==> src/rtl/fmp_pkg.sv <==
// Shared types, constants and the microcode program of the Fibonacci matrix-power core.
package fmp_pkg;

    localparam int FMP_INDEX_BITS = 63;
    localparam int FIB_W          = 30;

    localparam logic [31:0] FIB_MOD    = 32'd1000000007;
    localparam logic [31:0] FIB_MOD_X2 = 32'd2000000014;
    localparam logic [31:0] FIB_MOD_X3 = 32'd3000000021;
    localparam logic [63:0] MU_WIDE    = (64'd1 << 60) / 64'd1000000007;
    localparam logic [31:0] BARRETT_MU = MU_WIDE[31:0];

    localparam int RF_DEPTH = 16;
    localparam int RF_AW    = 4;
    localparam int ACC_BASE = 0;
    localparam int PW_BASE  = 4;
    localparam int TMP_BASE = 8;

    localparam logic [7:0] INIT_PATTERN = 8'b0111_1001;

    localparam int ENTRY_STEPS = 8;
    localparam int COPY_STEPS  = 5;
    localparam int BLK_LEN     = 4 * ENTRY_STEPS + COPY_STEPS;

    localparam int A_IDLE  = 0;
    localparam int A_INIT  = 1;
    localparam int A_TEST  = A_INIT + 8;
    localparam int A_MULB  = A_TEST + 1;
    localparam int A_SQCHK = A_MULB + BLK_LEN;
    localparam int A_SQB   = A_SQCHK + 1;
    localparam int A_SHIFT = A_SQB + BLK_LEN;
    localparam int A_FIN   = A_SHIFT + 1;
    localparam int A_OUT   = A_FIN + 1;
    localparam int UPC_W   = 7;

    typedef enum logic [2:0] {
        SEQ_NEXT,
        SEQ_WAIT_IN,
        SEQ_JZ_BIT,
        SEQ_JZ_UPPER,
        SEQ_JMP,
        SEQ_OUT
    } seq_op_t;

    typedef enum logic [1:0] {
        MUL_NONE,
        MUL_RF,
        MUL_Q1,
        MUL_Q2
    } mul_op_t;

    typedef enum logic [1:0] {
        X_NONE,
        X_LOAD,
        X_ADD
    } x_op_t;

    typedef enum logic [1:0] {
        W_ZERO,
        W_ONE,
        W_FIX,
        W_RD
    } wsrc_t;

    typedef struct packed {
        seq_op_t            seq;
        logic [UPC_W-1:0]   target;
        logic               n_shift;
        logic               rd_en;
        logic [RF_AW-1:0]   ra;
        logic [RF_AW-1:0]   rb;
        mul_op_t            mul;
        x_op_t              xop;
        logic               r_load;
        logic               wr_en;
        logic [RF_AW-1:0]   wa;
        wsrc_t              wsrc;
        logic               out_load;
    } ucode_t;

    // One step of a 2x2 product block: four entries into tmp, then copy tmp to dst.
    function automatic ucode_t fmp_blk_step(input int off, input int xb, input int yb,
                                            input int db);
        ucode_t w;
        int     e;
        int     k;
        int     i;
        int     j;
        int     c;
        w = '0;
        e = off / ENTRY_STEPS;
        k = off % ENTRY_STEPS;
        i = e / 2;
        j = e % 2;
        c = off - 4 * ENTRY_STEPS;
        if (off < 4 * ENTRY_STEPS) begin
            unique case (k)
                0: begin
                    w.rd_en = 1'b1;
                    w.ra    = RF_AW'(xb + 2 * i);
                    w.rb    = RF_AW'(yb + j);
                end
                1: begin
                    w.mul   = MUL_RF;
                    w.rd_en = 1'b1;
                    w.ra    = RF_AW'(xb + 2 * i + 1);
                    w.rb    = RF_AW'(yb + 2 + j);
                end
                2: begin
                    w.mul = MUL_RF;
                    w.xop = X_LOAD;
                end
                3: w.xop = X_ADD;
                4: w.mul = MUL_Q1;
                5: w.mul = MUL_Q2;
                6: w.r_load = 1'b1;
                7: begin
                    w.wr_en = 1'b1;
                    w.wa    = RF_AW'(TMP_BASE + e);
                    w.wsrc  = W_FIX;
                end
                default: w.seq = SEQ_NEXT;
            endcase
        end else begin
            if (c < 4) begin
                w.rd_en = 1'b1;
                w.ra    = RF_AW'(TMP_BASE + c);
            end
            if (c > 0) begin
                w.wr_en = 1'b1;
                w.wa    = RF_AW'(db + c - 1);
                w.wsrc  = W_RD;
            end
        end
        return w;
    endfunction

    // Microcode ROM.
    function automatic ucode_t fmp_ucode(input logic [UPC_W-1:0] addr);
        ucode_t w;
        int     a;
        w = '0;
        a = int'(addr);
        if (a == A_IDLE) begin
            w.seq = SEQ_WAIT_IN;
        end else if (a >= A_INIT && a < A_TEST) begin
            w.wr_en = 1'b1;
            w.wa    = RF_AW'(a - A_INIT);
            w.wsrc  = INIT_PATTERN[a - A_INIT] ? W_ONE : W_ZERO;
        end else if (a == A_TEST) begin
            w.seq    = SEQ_JZ_BIT;
            w.target = UPC_W'(A_SQCHK);
        end else if (a >= A_MULB && a < A_SQCHK) begin
            w = fmp_blk_step(a - A_MULB, ACC_BASE, PW_BASE, ACC_BASE);
        end else if (a == A_SQCHK) begin
            w.seq    = SEQ_JZ_UPPER;
            w.target = UPC_W'(A_FIN);
        end else if (a >= A_SQB && a < A_SHIFT) begin
            w = fmp_blk_step(a - A_SQB, PW_BASE, PW_BASE, PW_BASE);
        end else if (a == A_SHIFT) begin
            w.seq     = SEQ_JMP;
            w.target  = UPC_W'(A_TEST);
            w.n_shift = 1'b1;
        end else if (a == A_FIN) begin
            w.rd_en = 1'b1;
            w.ra    = RF_AW'(ACC_BASE);
        end else if (a == A_OUT) begin
            w.seq      = SEQ_OUT;
            w.target   = UPC_W'(A_IDLE);
            w.out_load = 1'b1;
        end else begin
            w.seq    = SEQ_JMP;
            w.target = UPC_W'(A_IDLE);
        end
        return w;
    endfunction

endpackage

==> src/rtl/fib_mod_matrix_power_core.sv <==
// Top level of the Fibonacci matrix-power core, F(n+1) mod 1000000007.
//
// Takes an index n on the slave stream and returns F(n+1) mod 1000000007 on the
// master stream, one result per transfer, n = 0 giving 1. One item is worked at a
// time; a finished result sits in the output register so the next index can be
// taken while it waits. The work runs as a microcode program over a small matrix
// register file and one shared 32x32 multiplier with Barrett reduction; each matrix
// product entry is two products summed, reduced and written to a temporary, and a
// full 2x2 product then copies its four temporaries back. Each bit of n below the
// highest set bit costs one squaring and each set bit one further product; scanning
// stops at the highest set bit.
module fib_mod_matrix_power_core
    import fmp_pkg::*;
#(
    parameter int INDEX_BITS = FMP_INDEX_BITS
)
(
    input  logic                                clk,
    input  logic                                rst_n,
    input  logic                                s_tvalid,
    output logic                                s_tready,
    input  logic [((INDEX_BITS+7)/8)*8-1:0]     s_tdata,    // index_n
    output logic                                m_tvalid,
    input  logic                                m_tready,
    output logic [31:0]                         m_tdata     // fib_value
);

    ucode_t           ctrl;
    logic [FIB_W-1:0] fib_value;

    fmp_sequencer #(
        .INDEX_BITS (INDEX_BITS)
    ) u_seq (
        .clk       (clk),
        .rst_n     (rst_n),
        .in_valid  (s_tvalid),
        .in_ready  (s_tready),
        .in_index  (s_tdata[INDEX_BITS-1:0]),
        .out_valid (m_tvalid),
        .out_ready (m_tready),
        .ctrl      (ctrl)
    );

    fmp_datapath u_dp (
        .clk       (clk),
        .ctrl      (ctrl),
        .fib_value (fib_value)
    );

    assign m_tdata = {2'b00, fib_value};

endmodule

==> src/rtl/fmp_sequencer.sv <==
// Microcode sequencer: step counter, index shift register and stream handshakes.
module fmp_sequencer
    import fmp_pkg::*;
#(
    parameter int INDEX_BITS = FMP_INDEX_BITS
)
(
    input  logic                  clk,
    input  logic                  rst_n,
    input  logic                  in_valid,
    output logic                  in_ready,
    input  logic [INDEX_BITS-1:0] in_index,
    output logic                  out_valid,
    input  logic                  out_ready,
    output ucode_t                ctrl
);

    logic [UPC_W-1:0]      upc_reg;
    logic [UPC_W-1:0]      upc_next;
    logic [INDEX_BITS-1:0] n_reg;
    logic [INDEX_BITS-1:0] n_next;
    logic                  out_valid_reg;
    logic                  out_valid_next;
    logic                  out_fire;
    ucode_t                word;

    always_ff @(posedge clk or negedge rst_n)
    begin
        if (!rst_n)
        begin
            upc_reg       <= UPC_W'(A_IDLE);
            out_valid_reg <= 1'b0;
        end
        else
        begin
            upc_reg       <= upc_next;
            out_valid_reg <= out_valid_next;
        end
    end

    always_ff @(posedge clk)
    begin
        n_reg <= n_next;
    end

    always_comb
    begin
        word     = fmp_ucode(upc_reg);
        upc_next = upc_reg;
        n_next   = n_reg;
        in_ready = 1'b0;
        out_fire = 1'b0;
        unique case (word.seq)
            SEQ_NEXT:
                upc_next = upc_reg + 1'b1;
            SEQ_WAIT_IN:
            begin
                in_ready = 1'b1;
                if (in_valid)
                begin
                    upc_next = upc_reg + 1'b1;
                    n_next   = in_index;
                end
            end
            SEQ_JZ_BIT:
                upc_next = n_reg[0] ? upc_reg + 1'b1 : word.target;
            SEQ_JZ_UPPER:
                upc_next = ((n_reg >> 1) == '0) ? word.target : upc_reg + 1'b1;
            SEQ_JMP:
                upc_next = word.target;
            SEQ_OUT:
            begin
                if (!out_valid_reg || out_ready)
                begin
                    out_fire = 1'b1;
                    upc_next = word.target;
                end
            end
            default:
                upc_next = UPC_W'(A_IDLE);
        endcase
        if (word.n_shift)
        begin
            n_next = n_reg >> 1;
        end
        out_valid_next = out_fire ? 1'b1 : (out_ready ? 1'b0 : out_valid_reg);
        ctrl           = word;
        ctrl.out_load  = word.out_load & out_fire;
    end

    assign out_valid = out_valid_reg;

endmodule

==> src/rtl/fmp_datapath.sv <==
// Datapath: matrix register file, shared multiplier, Barrett reduction and output register.
module fmp_datapath
    import fmp_pkg::*;
(
    input  logic             clk,
    input  ucode_t           ctrl,
    output logic [FIB_W-1:0] fib_value
);

    logic [FIB_W-1:0] rf_mem [RF_DEPTH];
    logic [FIB_W-1:0] rd_a_reg;
    logic [FIB_W-1:0] rd_b_reg;
    logic [63:0]      prod_reg;
    logic [60:0]      x_reg;
    logic [31:0]      r_reg;
    logic [FIB_W-1:0] out_data_reg;

    logic [31:0]      opa;
    logic [31:0]      opb;
    logic [63:0]      mul_out;
    logic [31:0]      r_fix;
    logic [FIB_W-1:0] wdata;

    always_comb
    begin
        unique case (ctrl.mul)
            MUL_RF:
            begin
                opa = {2'b00, rd_a_reg};
                opb = {2'b00, rd_b_reg};
            end
            MUL_Q1:
            begin
                opa = x_reg[60:29];
                opb = BARRETT_MU;
            end
            MUL_Q2:
            begin
                opa = prod_reg[62:31];
                opb = FIB_MOD;
            end
            MUL_NONE:
            begin
                opa = '0;
                opb = '0;
            end
        endcase
    end

    assign mul_out = opa * opb;

    // residue below 4p after Barrett; one step brings it below p
    always_comb
    begin
        priority if (r_reg >= FIB_MOD_X3)
            r_fix = r_reg - FIB_MOD_X3;
        else if (r_reg >= FIB_MOD_X2)
            r_fix = r_reg - FIB_MOD_X2;
        else if (r_reg >= FIB_MOD)
            r_fix = r_reg - FIB_MOD;
        else
            r_fix = r_reg;
    end

    always_comb
    begin
        unique case (ctrl.wsrc)
            W_ZERO: wdata = '0;
            W_ONE:  wdata = FIB_W'(1);
            W_FIX:  wdata = r_fix[FIB_W-1:0];
            W_RD:   wdata = rd_a_reg;
        endcase
    end

    always_ff @(posedge clk)
    begin
        if (ctrl.wr_en)
        begin
            rf_mem[ctrl.wa] <= wdata;
        end
        if (ctrl.rd_en)
        begin
            rd_a_reg <= rf_mem[ctrl.ra];
            rd_b_reg <= rf_mem[ctrl.rb];
        end
    end

    always_ff @(posedge clk)
    begin
        if (ctrl.mul != MUL_NONE)
        begin
            prod_reg <= mul_out;
        end
        unique case (ctrl.xop)
            X_LOAD:  x_reg <= {1'b0, prod_reg[59:0]};
            X_ADD:   x_reg <= x_reg + {1'b0, prod_reg[59:0]};
            default: x_reg <= x_reg;
        endcase
        if (ctrl.r_load)
        begin
            r_reg <= x_reg[31:0] - prod_reg[31:0];
        end
        if (ctrl.out_load)
        begin
            out_data_reg <= rd_a_reg;
        end
    end

    assign fib_value = out_data_reg;

endmodule

==> config.mk <==
export PLATFORM = sky130hd
export DESIGN_NAME = fib_mod_matrix_power_core
export DESIGN_NICKNAME = d
export VERILOG_FILES = /design/src/rtl/fmp_pkg.sv /design/src/rtl/fib_mod_matrix_power_core.sv /design/src/rtl/fmp_sequencer.sv /design/src/rtl/fmp_datapath.sv
export SDC_FILE = /design/constraint.sdc
export NUM_CORES = 2
export LEC_CHECK = 0
export BUFFER_PORTS_ARGS = -buffer_cell sky130_fd_sc_hd__buf_2
export CAP_MARGIN = 20
export CORE_MARGIN = 2
export CORE_UTILIZATION = 40
export CTS_CLUSTER_DIAMETER = 30
export DETAILED_ROUTE_END_ITERATION = 12
export PLACE_DENSITY = 0.54
export SLEW_MARGIN = 30
export SYNTH_ARGS = -nofsm -noshare
export SYNTH_HDL_FRONTEND = slang
export SYNTH_HIERARCHICAL = 1
export SYNTH_SLANG_ARGS = --single-unit
==> constraint.sdc <==
create_clock -name clk -period 28.4 [get_ports clk]
set_clock_uncertainty 0.15 [all_clocks]
set_input_delay 5.68 -clock clk [delete_from_list [all_inputs] [get_ports clk]]
set_output_delay 5.68 -clock clk [all_outputs]
set_load 0.01 [all_outputs]
==> run_results.csv <==
group,metric,value,unit
clock_network,cts_tree,"built",
setup_path,slowest_stage,"a21o_1",
sta,tightest_slew,1.10,ns
grt,use_met1,0.353,
setup_path,critPathMaxFanout,59,
setup_path,critical_path_arrival,14.89,ns
routing,drt_iter0_drc,5135,
die,die_w,436,um
setup_path,worst_setup_path_start_kind,"flip-flop",
setup_path,crit_type,"reg -> reg",
sta,fin_tns_setup,0,ns
final_layout,largest_reg_flops,480,
final_layout,nFillCells,17300,
die,die_y,436,um
power_and_ir_drop,power_density,67.6,nW/um^2
clock_network,root_buffer,"clkbuf_16",
final_layout,area_growth,11.9,%
sta,setup_viol_count_final,0,
final_layout,nets,8105,
job,cap_violations,0,
die,num_io_pins,102,
routing,wl_per_cell,26.3,um
sta,rsz0062_at_grt,"no",
sta,clock.fmax,69.0,MHz
synth,syn_avg_cell_area,11.1,um^2
final_layout,drive_gt1_frac,0.148,
clock_network,clk_latency,0.76,ns
sta,finalHoldViolCount,0,
grt,grt-busiest-layer,"met2",
grt,antenna_found_initial,11,
clock_network,ctsResizeCount,0,
routing,via_per_inst,5.72,
clock_network,clock_sinks,797,
grt,met2_usage,0.418,
grt,grt_pass1_vias,56100,
routing,antenna_left,0,
die,core-area,185000,um^2
setup_path,critPathMaxStageDelay,0.73,ns
placed_design,io_buffers,98,
routing,vias,53600,
sta,drv_slew,0,
setup_path,end_kind,"flip-flop",
sta,slew_headroom,0.266,
power_and_ir_drop,power.leakage,34.3,nW
grt,grt_max_degree,121,
clock_network,clk_pin_slew_worst_paths,0.05,ns
sta,fin_crit_sh,0.510,
grt,grt_util_all_layers,0.261,
final_layout,final-instance-count-excl-fill,9360,
setup_path,timing.critical_path.mode_cell,"fa_1",
placed_design,dpl.cell_count,9081,
setup_path,critical_path_required,28.81,ns
synth,synthesis.area,74700,um^2
clock_network,hold_buffers,0,
clock_network,cts_max_level,4,
grt,overflow,0,
grt,grt_pass1_wl,368,mm
grt,grt_util_met3,0.0529,
routing,drc,0,
die,die-area,190000,um^2
sta,period_minus_slack,14.48,ns
die,fp-row-count,158,
placed_design,place_hpwl,176,mm
power_and_ir_drop,ir_drop,0.0687,mV
die,initial_core_util,0.403,
clock_network,clockBufferDepth,3,
synth,yosys_warnings,6,
outcome,status,"finished clean",
routing,drt-pass1-iter-count,8,
placed_design,gp_congestion,0.940,
hold_path,worstHoldPathType,"reg -> reg",
clock_network,cts_setup_buffers,0,
routing,routed_wirelength,246,mm
clock_network,cts_buffers,150,
synth,syn_inst,6707,
-- area by class of cell --
type	count	area [um^2]	area share
diodes	1	2.50	0.0000299
clock buffers	164	3890	0.0465
clock inverters	114	1160	0.0139
inverters	1036	3890	0.0465
multi-input cells	4525	46100	0.551
flip-flops and latches	797	23900	0.286
well taps	2480	3100	0.0371
repair buffers	243	1600	0.0192
-- per-stage QoR --
stage	total power, W	instance area [um^2]	hold slack [ns]	utilization	setup WS (ns)
5_1_grt	0.00589	83600	0.374	0.451	13.33
3_5_place_dp	0.00390	78500	0.355	0.424	14.19
3_3_place_gp	0.00386	78500	0.348	0.423	14.12
4_1_cts	0.00568	83600	0.361	0.451	14.11
6_report	0.00565	83600	0.367	0.451	13.92
2_1_floorplan	0.00314	74700	0.276	-	16.71
-- path summary, 6_finish.rpt --
check | endpoint | from | depth (start not counted) | slack, ns
max | u_dp/prod_reg[58]$_DFFE_PP_ | u_seq/upc_reg[4]$_DFFE_PN0P_ | 39 | 13.92
min | u_seq/n_reg[62]$_SDFFE_PP0P_ | u_seq/n_reg[62]$_SDFFE_PP0P_ | 2 | 0.37
max reg2reg | u_dp/prod_reg[58]$_DFFE_PP_ | u_seq/upc_reg[4]$_DFFE_PN0P_ | 39 | 13.92
min reg2reg | u_seq/n_reg[62]$_SDFFE_PP0P_ | u_seq/n_reg[62]$_SDFFE_PP0P_ | 2 | 0.37
max in group asynchronous | u_seq/upc_reg[0]$_DFFE_PN0P_ | rst_n | 1 | 23.27
min in group asynchronous | u_seq/out_valid$_DFFE_PN0P_ | rst_n | 1 | 4.63
-- critical path, delay by kind of cell, from the launching register on --
kind,cells,cell delay (ns)
DFF,1,0.69
adders and majority gates,12,5.59
muxes,1,0.13
buffers and inverters,8,2.08
and+or+nand+nor,8,1.86
xor gates and xnor gates,1,0.45
AOI/OAI and AO/OA,9,3.23
-- where the power goes --
part / total, W / switching (W) / internal (W)
clock network: 0.00176 / 0.000645 / 0.00111
registers: 0.00195 / 0.000204 / 0.00175
logic: 0.00194 / 0.00119 / 0.000755
total: 0.00565 / 0.00204 / 0.00361
-- cell usage in the layout, fill, tap and decap left out, drive strengths merged, types with 58 or more instances in the layout --
master,n
clkinv,58
inv,1055
mux4,300
nor3,66
edfxtp,788
mux2,105
fa,868
nand3,101
buf,243
nand2,549
a21oi,305
ha,416
clkbuf,164
o21ai,155
a21o,118
xnor2,114
nor2,724
-- layer usage --
layer  part of all wire  routed length [um]
met2               0.47              115000
met1               0.41              101000
met4              0.038                9320
met5            0.00022                  53
met3              0.084               20600
(Power assumes the default switching activity.)
